===== src/hdl/nfc_pkg.sv =====
`timescale 1ns / 1ps
// ----------------------------------------------------------------------------
// nfc_pkg
// Shared types and constants of the nearest free cell ring search block.
// ----------------------------------------------------------------------------
package nfc_pkg;

  // signed grid coordinate, wide enough for rings that run past the grid
  localparam int CRD_W  = 9;
  // width of a cell coordinate on the ports
  localparam int CELL_W = 5;
  // width of the grid size registers
  localparam int REG_W  = 6;
  // configuration bus
  localparam int APB_AW = 3;
  localparam int APB_DW = 32;

  localparam int MAX_WIDTH_DEF  = 32;
  localparam int MAX_HEIGHT_DEF = 32;

  localparam logic [REG_W-1:0] RESET_DIM = 6'd32;

  typedef logic signed [CRD_W-1:0] crd_t;

  typedef enum logic [1:0] {
    ST_CLEAR,
    ST_IDLE,
    ST_SEARCH
  } state_t;

  typedef enum logic {
    REQ_WRITE,
    REQ_SEARCH
  } req_t;

  typedef enum logic {
    REG_GRID_WIDTH,
    REG_GRID_HEIGHT
  } reg_idx_t;

  // grid size in use, already clamped
  typedef struct packed {
    crd_t w;
    crd_t h;
  } grid_t;

  // start of a ring: ok is low when the ring lies beyond the grid on every side
  typedef struct packed {
    logic ok;
    crd_t row;
    crd_t col;
  } pos_t;

  typedef struct packed {
    logic load;
    logic stop;
  } seq_ctl_t;

  typedef struct packed {
    logic rd_en;
    logic done;
    crd_t x;
    crd_t y;
  } seq_t;

endpackage


===== src/hdl/nfc_ram.sv =====
`timescale 1ns / 1ps
// ----------------------------------------------------------------------------
// nfc_ram
// Generic single-clock RAM, one write port and one registered read port.
// ----------------------------------------------------------------------------
module nfc_ram #(
  parameter int WIDTH = 1,
  parameter int DEPTH = 1024
) (
  input  logic                     clk,
  input  logic                     we,
  input  logic [$clog2(DEPTH)-1:0] waddr,
  input  logic [WIDTH-1:0]         wdata,
  input  logic                     re,
  input  logic [$clog2(DEPTH)-1:0] raddr,
  output logic [WIDTH-1:0]         rdata
);

  logic [WIDTH-1:0] mem [DEPTH];

  always_ff @(posedge clk) begin
    if (we) begin
      mem[waddr] <= wdata;
    end
  end

  always_ff @(posedge clk) begin
    if (re) begin
      rdata <= mem[raddr];
    end
  end

endmodule


===== src/hdl/nfc_cfg.sv =====
`timescale 1ns / 1ps
// ----------------------------------------------------------------------------
// nfc_cfg
// Grid size registers on the APB port, with clamping to the supported range.
// ----------------------------------------------------------------------------
module nfc_cfg #(
  parameter int MAX_WIDTH  = nfc_pkg::MAX_WIDTH_DEF,
  parameter int MAX_HEIGHT = nfc_pkg::MAX_HEIGHT_DEF
) (
  input  logic                        clk,
  input  logic                        rst_n,
  input  logic                        psel,
  input  logic                        penable,
  input  logic                        pwrite,
  input  logic [nfc_pkg::APB_AW-1:0]  paddr,
  input  logic [nfc_pkg::APB_DW-1:0]  pwdata,
  output logic [nfc_pkg::APB_DW-1:0]  prdata,
  output logic                        pready,
  output nfc_pkg::grid_t              grid
);

  // largest grid size the registers can express and the map can hold
  localparam int REG_MAX = 2 ** nfc_pkg::REG_W - 1;
  localparam int W_LIM   = (MAX_WIDTH > REG_MAX) ? REG_MAX : MAX_WIDTH;
  localparam int H_LIM   = (MAX_HEIGHT > REG_MAX) ? REG_MAX : MAX_HEIGHT;

  logic [nfc_pkg::REG_W-1:0] width_r;
  logic [nfc_pkg::REG_W-1:0] width_nxt;
  logic [nfc_pkg::REG_W-1:0] height_r;
  logic [nfc_pkg::REG_W-1:0] height_nxt;
  nfc_pkg::reg_idx_t         idx;
  logic                      wr_en;

  assign pready = 1'b1;
  assign idx    = nfc_pkg::reg_idx_t'(paddr[2]);
  assign wr_en  = psel & penable & pwrite & pready;

  always_comb begin
    width_nxt  = width_r;
    height_nxt = height_r;
    if (wr_en) begin
      unique case (idx)
        nfc_pkg::REG_GRID_WIDTH:  width_nxt  = pwdata[nfc_pkg::REG_W-1:0];
        nfc_pkg::REG_GRID_HEIGHT: height_nxt = pwdata[nfc_pkg::REG_W-1:0];
        default: ;
      endcase
    end
  end

  always_ff @(posedge clk) begin
    if (!rst_n) begin
      width_r  <= nfc_pkg::RESET_DIM;
      height_r <= nfc_pkg::RESET_DIM;
    end else begin
      width_r  <= width_nxt;
      height_r <= height_nxt;
    end
  end

  always_comb begin
    unique case (idx)
      nfc_pkg::REG_GRID_WIDTH:  prdata = nfc_pkg::APB_DW'(width_r);
      nfc_pkg::REG_GRID_HEIGHT: prdata = nfc_pkg::APB_DW'(height_r);
      default:                  prdata = '0;
    endcase
  end

  // zero acts as one, anything above the map size acts as the map size
  always_comb begin
    if (width_r == '0) begin
      grid.w = nfc_pkg::crd_t'(1);
    end else if (32'(width_r) > W_LIM) begin
      grid.w = nfc_pkg::crd_t'(W_LIM);
    end else begin
      grid.w = nfc_pkg::crd_t'(width_r);
    end
    if (height_r == '0) begin
      grid.h = nfc_pkg::crd_t'(1);
    end else if (32'(height_r) > H_LIM) begin
      grid.h = nfc_pkg::crd_t'(H_LIM);
    end else begin
      grid.h = nfc_pkg::crd_t'(height_r);
    end
  end

endmodule


===== src/hdl/nfc_ring_seq.sv =====
`timescale 1ns / 1ps
// ----------------------------------------------------------------------------
// nfc_ring_seq
// Walks the border cells of growing square rings around a start cell, one
// position per cycle, skipping most of what lies outside the grid.
// ----------------------------------------------------------------------------
module nfc_ring_seq (
  input  logic                         clk,
  input  logic                         rst_n,
  input  nfc_pkg::seq_ctl_t            ctl,
  input  logic [nfc_pkg::CELL_W-1:0]   start_x,
  input  logic [nfc_pkg::CELL_W-1:0]   start_y,
  input  nfc_pkg::grid_t               grid,
  output nfc_pkg::seq_t                seq
);

  // first column visited in a row: whole span on top and bottom, sides otherwise
  function automatic nfc_pkg::crd_t first_col(
    nfc_pkg::crd_t r, nfc_pkg::crd_t x0, nfc_pkg::crd_t y0,
    nfc_pkg::crd_t x1, nfc_pkg::crd_t y1
  );
    logic is_edge;
    is_edge = (r == y0) || (r == y1);
    if (is_edge) begin
      return (x0 < 0) ? '0 : x0;
    end
    return (x0 >= 0) ? x0 : x1;
  endfunction

  function automatic nfc_pkg::pos_t ring_entry(
    nfc_pkg::crd_t x0, nfc_pkg::crd_t y0, nfc_pkg::crd_t x1, nfc_pkg::crd_t y1,
    nfc_pkg::crd_t w, nfc_pkg::crd_t h
  );
    nfc_pkg::pos_t p;
    nfc_pkg::crd_t r;
    p.ok = (x0 >= 0) || (y0 >= 0) || (x1 < w) || (y1 < h);
    r    = (y0 < 0) ? '0 : y0;
    // side rows with both sides off the grid hold nothing
    if ((r != y0) && (r != y1) && (x0 < 0) && (x1 >= w)) begin
      r = y1;
    end
    p.row = r;
    p.col = first_col(r, x0, y0, x1, y1);
    return p;
  endfunction

  nfc_pkg::crd_t x0_r, x0_nxt, y0_r, y0_nxt, x1_r, x1_nxt, y1_r, y1_nxt;
  nfc_pkg::crd_t row_r, row_nxt, col_r, col_nxt;
  logic          live_r, live_nxt, done_r, done_nxt;

  nfc_pkg::crd_t sx, sy;
  nfc_pkg::crd_t nx0, ny0, nx1, ny1;
  nfc_pkg::pos_t load_pos, next_pos;
  logic          in_grid, is_edge, col_step;
  nfc_pkg::crd_t col_next, nr_raw, nr;
  logic          jump, row_ok;

  assign sx = nfc_pkg::crd_t'({{(nfc_pkg::CRD_W-nfc_pkg::CELL_W){1'b0}}, start_x});
  assign sy = nfc_pkg::crd_t'({{(nfc_pkg::CRD_W-nfc_pkg::CELL_W){1'b0}}, start_y});

  assign nx0 = x0_r - nfc_pkg::crd_t'(1);
  assign ny0 = y0_r - nfc_pkg::crd_t'(1);
  assign nx1 = x1_r + nfc_pkg::crd_t'(1);
  assign ny1 = y1_r + nfc_pkg::crd_t'(1);

  assign load_pos = ring_entry(sx - nfc_pkg::crd_t'(1), sy - nfc_pkg::crd_t'(1),
                               sx + nfc_pkg::crd_t'(1), sy + nfc_pkg::crd_t'(1),
                               grid.w, grid.h);
  assign next_pos = ring_entry(nx0, ny0, nx1, ny1, grid.w, grid.h);

  assign in_grid = (row_r >= 0) && (row_r < grid.h) && (col_r >= 0) && (col_r < grid.w);
  assign is_edge = (row_r == y0_r) || (row_r == y1_r);

  always_comb begin
    if (is_edge) begin
      col_step = (col_r < x1_r) && ((col_r + nfc_pkg::crd_t'(1)) < grid.w);
      col_next = col_r + nfc_pkg::crd_t'(1);
    end else begin
      col_step = (col_r == x0_r) && (x1_r < grid.w);
      col_next = x1_r;
    end
  end

  assign nr_raw = row_r + nfc_pkg::crd_t'(1);
  assign jump   = (nr_raw != y1_r) && (x0_r < 0) && (x1_r >= grid.w);
  assign nr     = jump ? y1_r : nr_raw;
  assign row_ok = (nr_raw <= y1_r) && (nr < grid.h);

  always_comb begin
    x0_nxt   = x0_r;
    y0_nxt   = y0_r;
    x1_nxt   = x1_r;
    y1_nxt   = y1_r;
    row_nxt  = row_r;
    col_nxt  = col_r;
    live_nxt = live_r;
    done_nxt = done_r;
    if (ctl.stop) begin
      live_nxt = 1'b0;
      done_nxt = 1'b0;
    end else if (ctl.load) begin
      x0_nxt   = sx - nfc_pkg::crd_t'(1);
      y0_nxt   = sy - nfc_pkg::crd_t'(1);
      x1_nxt   = sx + nfc_pkg::crd_t'(1);
      y1_nxt   = sy + nfc_pkg::crd_t'(1);
      row_nxt  = load_pos.row;
      col_nxt  = load_pos.col;
      live_nxt = load_pos.ok;
      done_nxt = !load_pos.ok;
    end else if (live_r) begin
      if (col_step) begin
        col_nxt = col_next;
      end else if (row_ok) begin
        row_nxt = nr;
        col_nxt = first_col(nr, x0_r, y0_r, x1_r, y1_r);
      end else begin
        // ring finished, widen by one
        x0_nxt  = nx0;
        y0_nxt  = ny0;
        x1_nxt  = nx1;
        y1_nxt  = ny1;
        row_nxt = next_pos.row;
        col_nxt = next_pos.col;
        if (!next_pos.ok) begin
          live_nxt = 1'b0;
          done_nxt = 1'b1;
        end
      end
    end
  end

  always_ff @(posedge clk) begin
    if (!rst_n) begin
      live_r <= 1'b0;
      done_r <= 1'b0;
    end else begin
      live_r <= live_nxt;
      done_r <= done_nxt;
    end
  end

  always_ff @(posedge clk) begin
    x0_r  <= x0_nxt;
    y0_r  <= y0_nxt;
    x1_r  <= x1_nxt;
    y1_r  <= y1_nxt;
    row_r <= row_nxt;
    col_r <= col_nxt;
  end

  assign seq.rd_en = live_r & in_grid;
  assign seq.done  = done_r;
  assign seq.x     = col_r;
  assign seq.y     = row_r;

endmodule


===== src/hdl/nearest_free_cell_ring_search.sv =====
`timescale 1ns / 1ps
// ----------------------------------------------------------------------------
// nearest_free_cell_ring_search
// Free/occupied cell map with a nearest free cell search over square rings.
// ----------------------------------------------------------------------------
// A write transaction gives its result in the cycle after it is taken; busy stays low.
// A search visits one map cell per cycle through the single read port of the map RAM,
// plus at most one skipped position per row of a ring; its result is registered from
// the map read of the last cell visited. busy is high for the whole search. After
// reset all MAX_WIDTH*MAX_HEIGHT map cells are swept to occupied with busy high.
// Results are shown for one cycle on out_valid and cannot be held off.
module nearest_free_cell_ring_search #(
  parameter int MAX_WIDTH  = nfc_pkg::MAX_WIDTH_DEF,
  parameter int MAX_HEIGHT = nfc_pkg::MAX_HEIGHT_DEF
) (
  input  logic                        clk,
  input  logic                        rst_n,
  input  logic                        start,
  output logic                        busy,
  input  logic                        in_req_type,
  input  logic [nfc_pkg::CELL_W-1:0]  in_cell_x,
  input  logic [nfc_pkg::CELL_W-1:0]  in_cell_y,
  input  logic                        in_free_flag,
  output logic                        out_valid,
  output logic                        out_found,
  output logic [nfc_pkg::CELL_W-1:0]  out_found_x,
  output logic [nfc_pkg::CELL_W-1:0]  out_found_y,
  input  logic                        psel,
  input  logic                        penable,
  input  logic                        pwrite,
  input  logic [nfc_pkg::APB_AW-1:0]  paddr,
  input  logic [nfc_pkg::APB_DW-1:0]  pwdata,
  output logic [nfc_pkg::APB_DW-1:0]  prdata,
  output logic                        pready
);

  localparam int DEPTH = MAX_WIDTH * MAX_HEIGHT;
  localparam int AW    = $clog2(DEPTH);

  nfc_pkg::grid_t    grid;
  nfc_pkg::seq_t     seq;
  nfc_pkg::seq_ctl_t seq_ctl;
  nfc_pkg::state_t   state_r, state_nxt;

  logic [AW-1:0] clr_r, clr_nxt;
  logic          pend_r, pend_nxt;
  nfc_pkg::crd_t pend_x_r, pend_y_r;

  logic          out_valid_r, out_valid_nxt;
  logic          out_found_r, out_found_nxt;
  logic [nfc_pkg::CELL_W-1:0] out_x_r, out_x_nxt, out_y_r, out_y_nxt;

  logic          ram_we, ram_re;
  logic [AW-1:0] ram_waddr, ram_raddr, wr_addr;
  logic [0:0]    ram_wdata, ram_rdata;

  logic          accept, is_search, wr_in_grid, hit, clr_last;
  logic [nfc_pkg::CRD_W-2:0] rd_row, rd_col;

  nfc_cfg #(
    .MAX_WIDTH  (MAX_WIDTH),
    .MAX_HEIGHT (MAX_HEIGHT)
  ) u_cfg (
    .clk     (clk),
    .rst_n   (rst_n),
    .psel    (psel),
    .penable (penable),
    .pwrite  (pwrite),
    .paddr   (paddr),
    .pwdata  (pwdata),
    .prdata  (prdata),
    .pready  (pready),
    .grid    (grid)
  );

  nfc_ring_seq u_seq (
    .clk     (clk),
    .rst_n   (rst_n),
    .ctl     (seq_ctl),
    .start_x (in_cell_x),
    .start_y (in_cell_y),
    .grid    (grid),
    .seq     (seq)
  );

  nfc_ram #(
    .WIDTH (1),
    .DEPTH (DEPTH)
  ) u_map (
    .clk   (clk),
    .we    (ram_we),
    .waddr (ram_waddr),
    .wdata (ram_wdata),
    .re    (ram_re),
    .raddr (ram_raddr),
    .rdata (ram_rdata)
  );

  assign busy      = (state_r != nfc_pkg::ST_IDLE);
  assign accept    = start & ~busy;
  assign is_search = (nfc_pkg::req_t'(in_req_type) == nfc_pkg::REQ_SEARCH);
  assign clr_last  = (clr_r == AW'(DEPTH - 1));

  assign wr_in_grid =
    (nfc_pkg::crd_t'({{(nfc_pkg::CRD_W-nfc_pkg::CELL_W){1'b0}}, in_cell_x}) < grid.w) &&
    (nfc_pkg::crd_t'({{(nfc_pkg::CRD_W-nfc_pkg::CELL_W){1'b0}}, in_cell_y}) < grid.h);
  assign wr_addr = AW'(32'(in_cell_y) * 32'(MAX_WIDTH) + 32'(in_cell_x));

  // position is known to be inside the grid whenever rd_en is high
  assign rd_row    = seq.y[nfc_pkg::CRD_W-2:0];
  assign rd_col    = seq.x[nfc_pkg::CRD_W-2:0];
  assign ram_raddr = AW'(32'(rd_row) * 32'(MAX_WIDTH) + 32'(rd_col));

  assign hit = pend_r & ram_rdata[0];

  // next state
  always_comb begin
    state_nxt = state_r;
    unique case (state_r)
      nfc_pkg::ST_CLEAR: begin
        if (clr_last) begin
          state_nxt = nfc_pkg::ST_IDLE;
        end
      end
      nfc_pkg::ST_IDLE: begin
        if (accept && is_search) begin
          state_nxt = nfc_pkg::ST_SEARCH;
        end
      end
      nfc_pkg::ST_SEARCH: begin
        if (hit || seq.done) begin
          state_nxt = nfc_pkg::ST_IDLE;
        end
      end
      default: state_nxt = nfc_pkg::ST_IDLE;
    endcase
  end

  // outputs and datapath control
  always_comb begin
    ram_we        = 1'b0;
    ram_waddr     = clr_r;
    ram_wdata     = 1'b0;
    ram_re        = 1'b0;
    seq_ctl       = '0;
    clr_nxt       = clr_r;
    out_valid_nxt = 1'b0;
    out_found_nxt = 1'b0;
    out_x_nxt     = '0;
    out_y_nxt     = '0;
    unique case (state_r)
      nfc_pkg::ST_CLEAR: begin
        ram_we  = 1'b1;
        clr_nxt = clr_r + AW'(1);
      end
      nfc_pkg::ST_IDLE: begin
        if (accept) begin
          if (is_search) begin
            seq_ctl.load = 1'b1;
          end else begin
            out_valid_nxt = 1'b1;
            if (wr_in_grid) begin
              ram_we    = 1'b1;
              ram_waddr = wr_addr;
              ram_wdata = in_free_flag;
            end
          end
        end
      end
      nfc_pkg::ST_SEARCH: begin
        ram_re = seq.rd_en;
        if (hit) begin
          seq_ctl.stop  = 1'b1;
          out_valid_nxt = 1'b1;
          out_found_nxt = 1'b1;
          out_x_nxt     = pend_x_r[nfc_pkg::CELL_W-1:0];
          out_y_nxt     = pend_y_r[nfc_pkg::CELL_W-1:0];
        end else if (seq.done) begin
          seq_ctl.stop  = 1'b1;
          out_valid_nxt = 1'b1;
        end
      end
      default: ;
    endcase
  end

  assign pend_nxt = ram_re;

  always_ff @(posedge clk) begin
    if (!rst_n) begin
      state_r     <= nfc_pkg::ST_CLEAR;
      clr_r       <= '0;
      pend_r      <= 1'b0;
      out_valid_r <= 1'b0;
    end else begin
      state_r     <= state_nxt;
      clr_r       <= clr_nxt;
      pend_r      <= pend_nxt;
      out_valid_r <= out_valid_nxt;
    end
  end

  always_ff @(posedge clk) begin
    if (ram_re) begin
      pend_x_r <= seq.x;
      pend_y_r <= seq.y;
    end
    if (out_valid_nxt) begin
      out_found_r <= out_found_nxt;
      out_x_r     <= out_x_nxt;
      out_y_r     <= out_y_nxt;
    end
  end

  assign out_valid   = out_valid_r;
  assign out_found   = out_found_r;
  assign out_found_x = out_x_r;
  assign out_found_y = out_y_r;

endmodule

===== config.mk =====
export PLATFORM = sky130hd
export DESIGN_NAME = nearest_free_cell_ring_search
export DESIGN_NICKNAME = d
export VERILOG_FILES = /design/src/hdl/nfc_pkg.sv /design/src/hdl/nfc_ram.sv /design/src/hdl/nfc_cfg.sv /design/src/hdl/nfc_ring_seq.sv /design/src/hdl/nearest_free_cell_ring_search.sv
export SDC_FILE = /design/constraint.sdc
export NUM_CORES = 2
export LEC_CHECK = 0
export BUFFER_PORTS_ARGS = -buffer_cell sky130_fd_sc_hd__buf_2
export CORE_MARGIN = 10
export CORE_UTILIZATION = 50
export CTS_BUF_LIST = sky130_fd_sc_hd__clkbuf_16
export DETAILED_ROUTE_END_ITERATION = 7
export PLACE_DENSITY = 0.66
export RECOVER_POWER = 50
export SYNTH_ARGS = -nofsm -noshare
export SYNTH_HDL_FRONTEND = slang
export SYNTH_SLANG_ARGS = --single-unit
export TNS_END_PERCENT = 20

===== constraint.sdc =====
create_clock -name clk -period 34.1 [get_ports clk]
set_clock_uncertainty 0.05 [all_clocks]
set_input_delay 5.115 -clock clk [delete_from_list [all_inputs] [get_ports clk]]
set_output_delay 5.115 -clock clk [all_outputs]
set_load 0.03 [all_outputs]

After elaboration in Yosys (flattened, before gate mapping)
Memories as Yosys holds them, arrays and structs flattened. A register that Yosys moved wholly into a read port is not among the register bits.
Index checks and enable logic that the tools add are counted.
{ "totals": {"ram_bits": 1024, "word_cells": 232, "register_bits": 103, "output_inout_bits": 46, "in_bits": 53, "mem_count": 1} }
{ "op_classes": {"n_reduce_logical": 41, "n_eq_ne": 24, "n_mux": 95, "magnitude_cmp": 30, "bitwise": 9, "addsub": 13} }
{ "mem_list": {"columns": ["name", "depth", "width", "rd", "rd_clocked_by_memory_dff", "wr", "line", "source"], "rows": [
  ["u_map.mem", 1024, 1, 1, 1, 1, "nfc_ram.sv:19", "logic [WIDTH-1:0] mem [DEPTH];"]
]} }
{ "op_table": {"columns": ["cell", "count"], "rows": [
  ["$mux 9", 44],
  ["$lt 9x9->1", 10],
  ["$eq 9x9->1", 8],
  ["$pmux 32 s2", 1],
  ["$ge 9x1->1 const B", 5],
  ["$mux 10", 4],
  ["$mux 1", 38],
  ["$add 9x2->9 const B", 4],
  ["$ne 9x9->1", 4],
  ["$ge 9x9->1", 3],
  ["$lt 9x1->1 const B", 3],
  ["$lt 6x9->1", 2],
  ["$sub 9x2->9 const B", 2],
  ["$logic_and 1x1->1", 16],
  ["$add 5x1->6 const B", 2],
  ["$ge 6x1->1 const B", 2],
  ["$gt 6x6->1 const B", 2],
  ["$logic_not 6->1", 2],
  ["$lt 6x1->1 const B", 2],
  ["$mux 6", 2],
  ["$ne 2x2->1 const B", 6],
  ["$sub 5x1->6 const B", 2],
  ["$logic_or 1x1->1", 11],
  ["$add 10x1->10 const B", 1],
  ["21 further kinds", 36]
]} }

Logic depth before layout (Yosys ltp)
{ "logic_depth": {"depth_word": 19, "ltp_mapped": 21, "mapped_depth_nobuf": 18} }

Hierarchy
A second synthesis with hierarchy kept.
{ "hier_totals": {"cells_unflattened": 4211, "hier_area_um2": 54412.2} }
{ "by_module_without_submodules": {"columns": ["mod", "cells_per_inst", "seq_area_each_um2", "instances", "area_each_um2"], "rows": [
  ["nfc_ram", 3112, 30779.5, 1, 44666.6],
  ["nfc_ring_seq", 822, 1661.6, 1, 6969.2],
  ["nearest_free_cell_ring_search", 171, 910.9, 1, 1879.3],
  ["nfc_cfg", 106, 240.2, 1, 897.1]
]} }

Least setup slack after synthesis
Ideal clock, no wire load.
{ "synth_path": {"path_type": "in2reg", "start": "input in_cell_x[1] (netlist name)", "end": "memory u_map.mem[0], data pin", "required_time_ns": 29.084, "t_arrival_ns": 30.380, "n_path_buf": 3, "path_stages": 12, "setup_slack_ns": -1.296, "cell_sequence": "ha_1 > nor2b_1 > o21a_1 > o21a_1 > o21ai_0 > nand2b_1 > a21oi_1 > o21ai_0 > clkbuf_1 > clkbuf_1 > clkbuf_1 > nor2_1"} }
{ "synth_via": {"elab_chain_cells": 6} }
{ "synth_rtl": {"columns": ["element", "line", "source"], "rows": [
  ["from (decl)", "nearest_free_cell_ring_search.sv:21", "input logic [nfc_pkg::CELL_W-1:0] in_cell_x,"],
  ["$lt 6x9->1", "nearest_free_cell_ring_search.sv:105", "(nfc_pkg::crd_t'({{(nfc_pkg::CRD_W-nfc_pkg::CELL_W){1'b0}}, in_cell_x}) < grid.w) &&"],
  ["$logic_and 1x1->1", "nearest_free_cell_ring_search.sv:105", null],
  ["$mux 1", "nearest_free_cell_ring_search.sv:162", "if (wr_in_grid) begin"],
  ["$mux 1", "nearest_free_cell_ring_search.sv:158", "if (is_search) begin"],
  ["$mux 1", "nearest_free_cell_ring_search.sv:157", "if (accept) begin"],
  ["$mux 1", "nearest_free_cell_ring_search.sv:151", "unique case (state_r)"],
  ["named net ram_wdata", "nearest_free_cell_ring_search.sv:55", "logic [0:0] ram_wdata, ram_rdata;"],
  ["to (decl)", "nfc_ram.sv:19", null]
]} }
The timed path passes the listed nets, and every way through them passes these cells.

Worst setup path in the final report
{ "layout_path": {"start": "input in_cell_x[0] (netlist name)", "end": "memory u_map.mem[625], data pin"} }
Same word-level chain as after synthesis.

==> flow_summary_export.csv <==
group,metric,value,unit
routing,wl_per_cell,26.3,um
finish,nets,3992,
worst_setup_path,crit_path_end_kind,"flop",
yosys,synth_edf_count,1100,
grt,globalRouteTotalUtil,22.9,%
sta,setup_viol,0,
min_path,holdPathEnd,"out_found_x[4]",
pwr,p_leak,17.6,nW
clocking,cts_sinks,1128,
sta,max_slew_margin,-577,%
yosys,yosysUniqueCellTypes,77,
routing,drt_first_pass_iters,7,
worst_setup_path,slowest_stage,"clkbuf_1",
yosys,syn_avg_cell_area,13.6,um^2
routing,avgViaCountPerCell,6.17,
clocking,cts_setup_buffers,0,
min_path,holdCritPathClass,"reg -> reg",
yosys,syn_inst,3973,
grt,grt_max_degree,275,
worst_setup_path,worstPathArrival,19.57,ns
yosys,ys_seq_elements,1128,
pwr,power.share.clock,41.2,%
placed_design,hpwl,77300,um
die,die_h,348,um
sta,hold_viol_final,0,
sta,timing.final.crit_period,19.23,ns
grt,grt_overflow_total,0,
finish,syn_to_final_growth,9.24,%
worst_setup_path,slowest_delay,7.02,ns
clocking,numCtsBuffers,116,
yosys,ys_seq_area_share,62.4,%
sta,finalSetupTns,0,ns
die,coreArea,107000,um^2
yosys,synthArstFlopShare,0,%
status,violations,"max-capacitance violations, max-slew violations",
worst_setup_path,rr_endpoint,"u_map.mem[625]",
pwr,pwr-share-comb,6.9,%
routing,ant_nets,0,
clocking,htreeDepth,3,
status,outcome,"complete, but fails checks",
pwr,power.internal,2.25,mW
yosys,synth_common_cells,"edfxtp_1 (1100), nor2_1 (1022), clkbuf_1 (321), mux4_2 (320), nand2_1 (116)",
worst_setup_path,timing.critical_path.buf_inv,7,
yosys,synthesis.area,53900,um^2
yosys,yosysMostFrequentCell,"edfxtp_1",
placed_design,portBuffers,43,
pwr,vdd_drop_max,0.0000421,V
die,die_x,348,um
worst_setup_path,cp_cell_sequence,"clkbuf_1 -> inv_1 -> ha_1 -> nor2b_1 -> o21a_1 -> o21a_1 -> o21ai_0 -> nand2b_1 -> a21oi_1 -> o21ai_4 -> clkbuf_1 -> nor2_1 -> clkbuf_1 -> buf_4 -> buf_4 -> buf_4",
clocking,cts_hold_buf,0,
die,ios,99,
clocking,path_clk_slew,0.06,ns
grt,grt_pass1_vias,32500,
clocking,clkLatencyLatePin,0.71,ns
pwr,power_density,49.9,nW/um^2
worst_setup_path,start_kind,"input port",
sta,setup_slack,14.88,ns
pwr,p_sw,0.688,mW
yosys,yosysTopAreaCell,"edfxtp_1",
yosys,yosys_most_used_dff,"edfxtp_1",
grt,antenna_found_initial,3,
worst_setup_path,rr_worst_depth,16,
sta,fin_crit_sh,56.4,%
clocking,post_cts_resized,0,
die,die_area,121000,um^2
run,drv_cap,45,
pwr,swShare,23.4,%
sta,rsz0062_at_grt,"false",
placed_design,gp_congestion,0.903,
yosys,yosysWarnings,0,
min_path,worstHoldStart,"pend_x_r[4]",
yosys,synth_area_leaders,"edfxtp_1 (61%), mux4_2 (13%), nor2_1 (7.1%)",
pwr,pwr-share-seq,51.8,%
routing,drc,0,
clocking,root_buffer,"clkbuf_16",
worst_setup_path,path_class,"in -> reg",
worst_setup_path,rrSetupSlack,17.78,ns
clocking,cts_tree,"done",
sta,maxSlewViolCount,1754,
die,fp-row-count,120,
worst_setup_path,cp.depth,16,
worst_setup_path,required,34.44,ns
clocking,clk_path_buf_depth,3,
min_path,min_delay_path_depth,1,
finish,drive_gt1_share,15.5,%
sta,fmax,52.0,MHz
worst_setup_path,cp_max_fo,274,
placed_design,place_ws,22.88,ns
grt,grt_pass1_wl,209000,um
die,start_util,50.3,%
worst_setup_path,r2r_start,"u_cfg.width_r[5]",
routing,routed_wl,141000,um
worst_setup_path,path_delay_family,"buffers and inverters",
yosys,synth_top_cell_area_share,61.3,%
routing,dr.first_iter.drc_count,3917,
sta,tightest_slew,10.16,ns
sta,whs,0.476,ns
routing,vias,33000,
==> per-stage QoR <==
step	utilization (%)	instance area, um^2	total power [mW]	std cells
after floorplan	-	54000	1.68	3998
after global placement	51.9	55500	1.75	5132
after detailed placement	51.9	55500	1.75	5132
after CTS	55.2	59100	2.95	5348
after global routing	55.0	58800	3.02	5349
final	55.0	58800	2.94	5349
==> logic make-up after synthesis <==
| family | synth area share (%) |
|---|---|
| xor+xnor | 1.84 |
| compound gates | 3.87 |
| fa+ha+maj | 2.15 |
| flops | 62.4 |
| other cells | 0.0139 |
| simple gates | 12.1 |
| mux | 14.3 |
| buf+inv | 3.41 |
==> sequential cells by signal (all words and copies together) (netlist names), 9 cells and up <==
signal / flops
u_seq.y1_r: 9
u_seq.x1_r: 9
u_seq.col_r: 9
u_seq.x0_r: 9
clr_r: 10
u_seq.row_r: 9
u_seq.y0_r: 9
u_map.mem: 1024
==> layout make-up <==
cell class                 instances  area [um^2]
clock buffer                     116         2900
fill                            8842        48200
sequential                      1128        33600
clock inverter                   100          707
antenna                            1         2.50
multi-input combinational       2418        19000
tap                             1403         1760
timing repair buffer             128          687
inverter                          55          206
==> worst max-delay path by stage <==
stage | slack [ns] | to | startpoint
2_1_floorplan | 9.78 | u_map.mem[0] | in_cell_x[1]
3_3_place_gp | 22.98 | u_map.mem[625] | in_cell_x[1]
3_5_place_dp | 22.88 | u_map.mem[625] | in_cell_x[1]
4_1_cts | 23.10 | prdata[4] | paddr[2]
5_1_grt | 13.45 | u_map.mem[625] | in_cell_x[0]
6_report | 14.88 | u_map.mem[625] | in_cell_x[0]
==> worst reg2reg max path: cells and delay by family, from the launching register on <==
| family | cells | cell delay [ns] |
|---|---|---|
| compound gates | 5 | 0.86 |
| flops | 1 | 0.53 |
| buf+inv | 6 | 11.86 |
| fa+ha+maj | 1 | 0.33 |
| simple gates | 4 | 2.32 |
==> power by group through the flow <==
| stage | Sequential, mW | Clock (mW) | Combinational [mW] |
|---|---|---|---|
| finish | 1.52 | 1.21 | 0.203 |
| global placement | 1.55 | 0 | 0.200 |
| CTS | 1.52 | 1.23 | 0.202 |
| floorplan | 1.55 | 0 | 0.128 |
| global route | 1.52 | 1.28 | 0.215 |
| detailed placement | 1.55 | 0 | 0.201 |
==> placed cells by master (no fill, tap or decap), drive strengths merged, types with 9 or more instances in the layout <==
master | synthesis | final
clkbuf | 321 | 179
o21a | 9 | 9
nand2 | 116 | 116
mux4 | 320 | 320
xnor2 | 71 | 71
and2 | 27 | 27
nand2b | 21 | 21
a21o | 16 | 16
nor2 | 1022 | 1022
edfxtp | 1100 | 1100
mux2 | 15 | 15
conb | 2 | 27
nand3 | 45 | 45
xor2 | 42 | 42
a22oi | 22 | 22
a31oi | 39 | 39
o21ai | 67 | 67
inv | 52 | 79
clkinv | 3 | 66
o31ai | 10 | 10
nand4 | 15 | 15
mux2i | 30 | 30
dfxtp | 28 | 28
a221oi | 16 | 16
o22ai | 15 | 15
nor3 | 78 | 78
a211oi | 10 | 10
nor4 | 20 | 20
buf | 76 | 65
a21oi | 56 | 56
or2 | 11 | 11
and3 | 84 | 84
nor2b | 29 | 29
ha | 91 | 91
==> layer usage <==
| metal | track usage [%] | share of wire (%) | routed length (um) | vias up |
|---|---|---|---|---|
| met5 | 0 | 0 | 0 | - |
| met4 | 7.64 | 3.1 | 4400 | 0 |
| met3 | 5.00 | 9.0 | 12600 | 253 |
| met2 | 36.7 | 48 | 67300 | 1351 |
| met1 | 31.0 | 40 | 56500 | 17000 |
| li1 | - | - | - | 14400 |
Power figures use the tool's default switching activity.
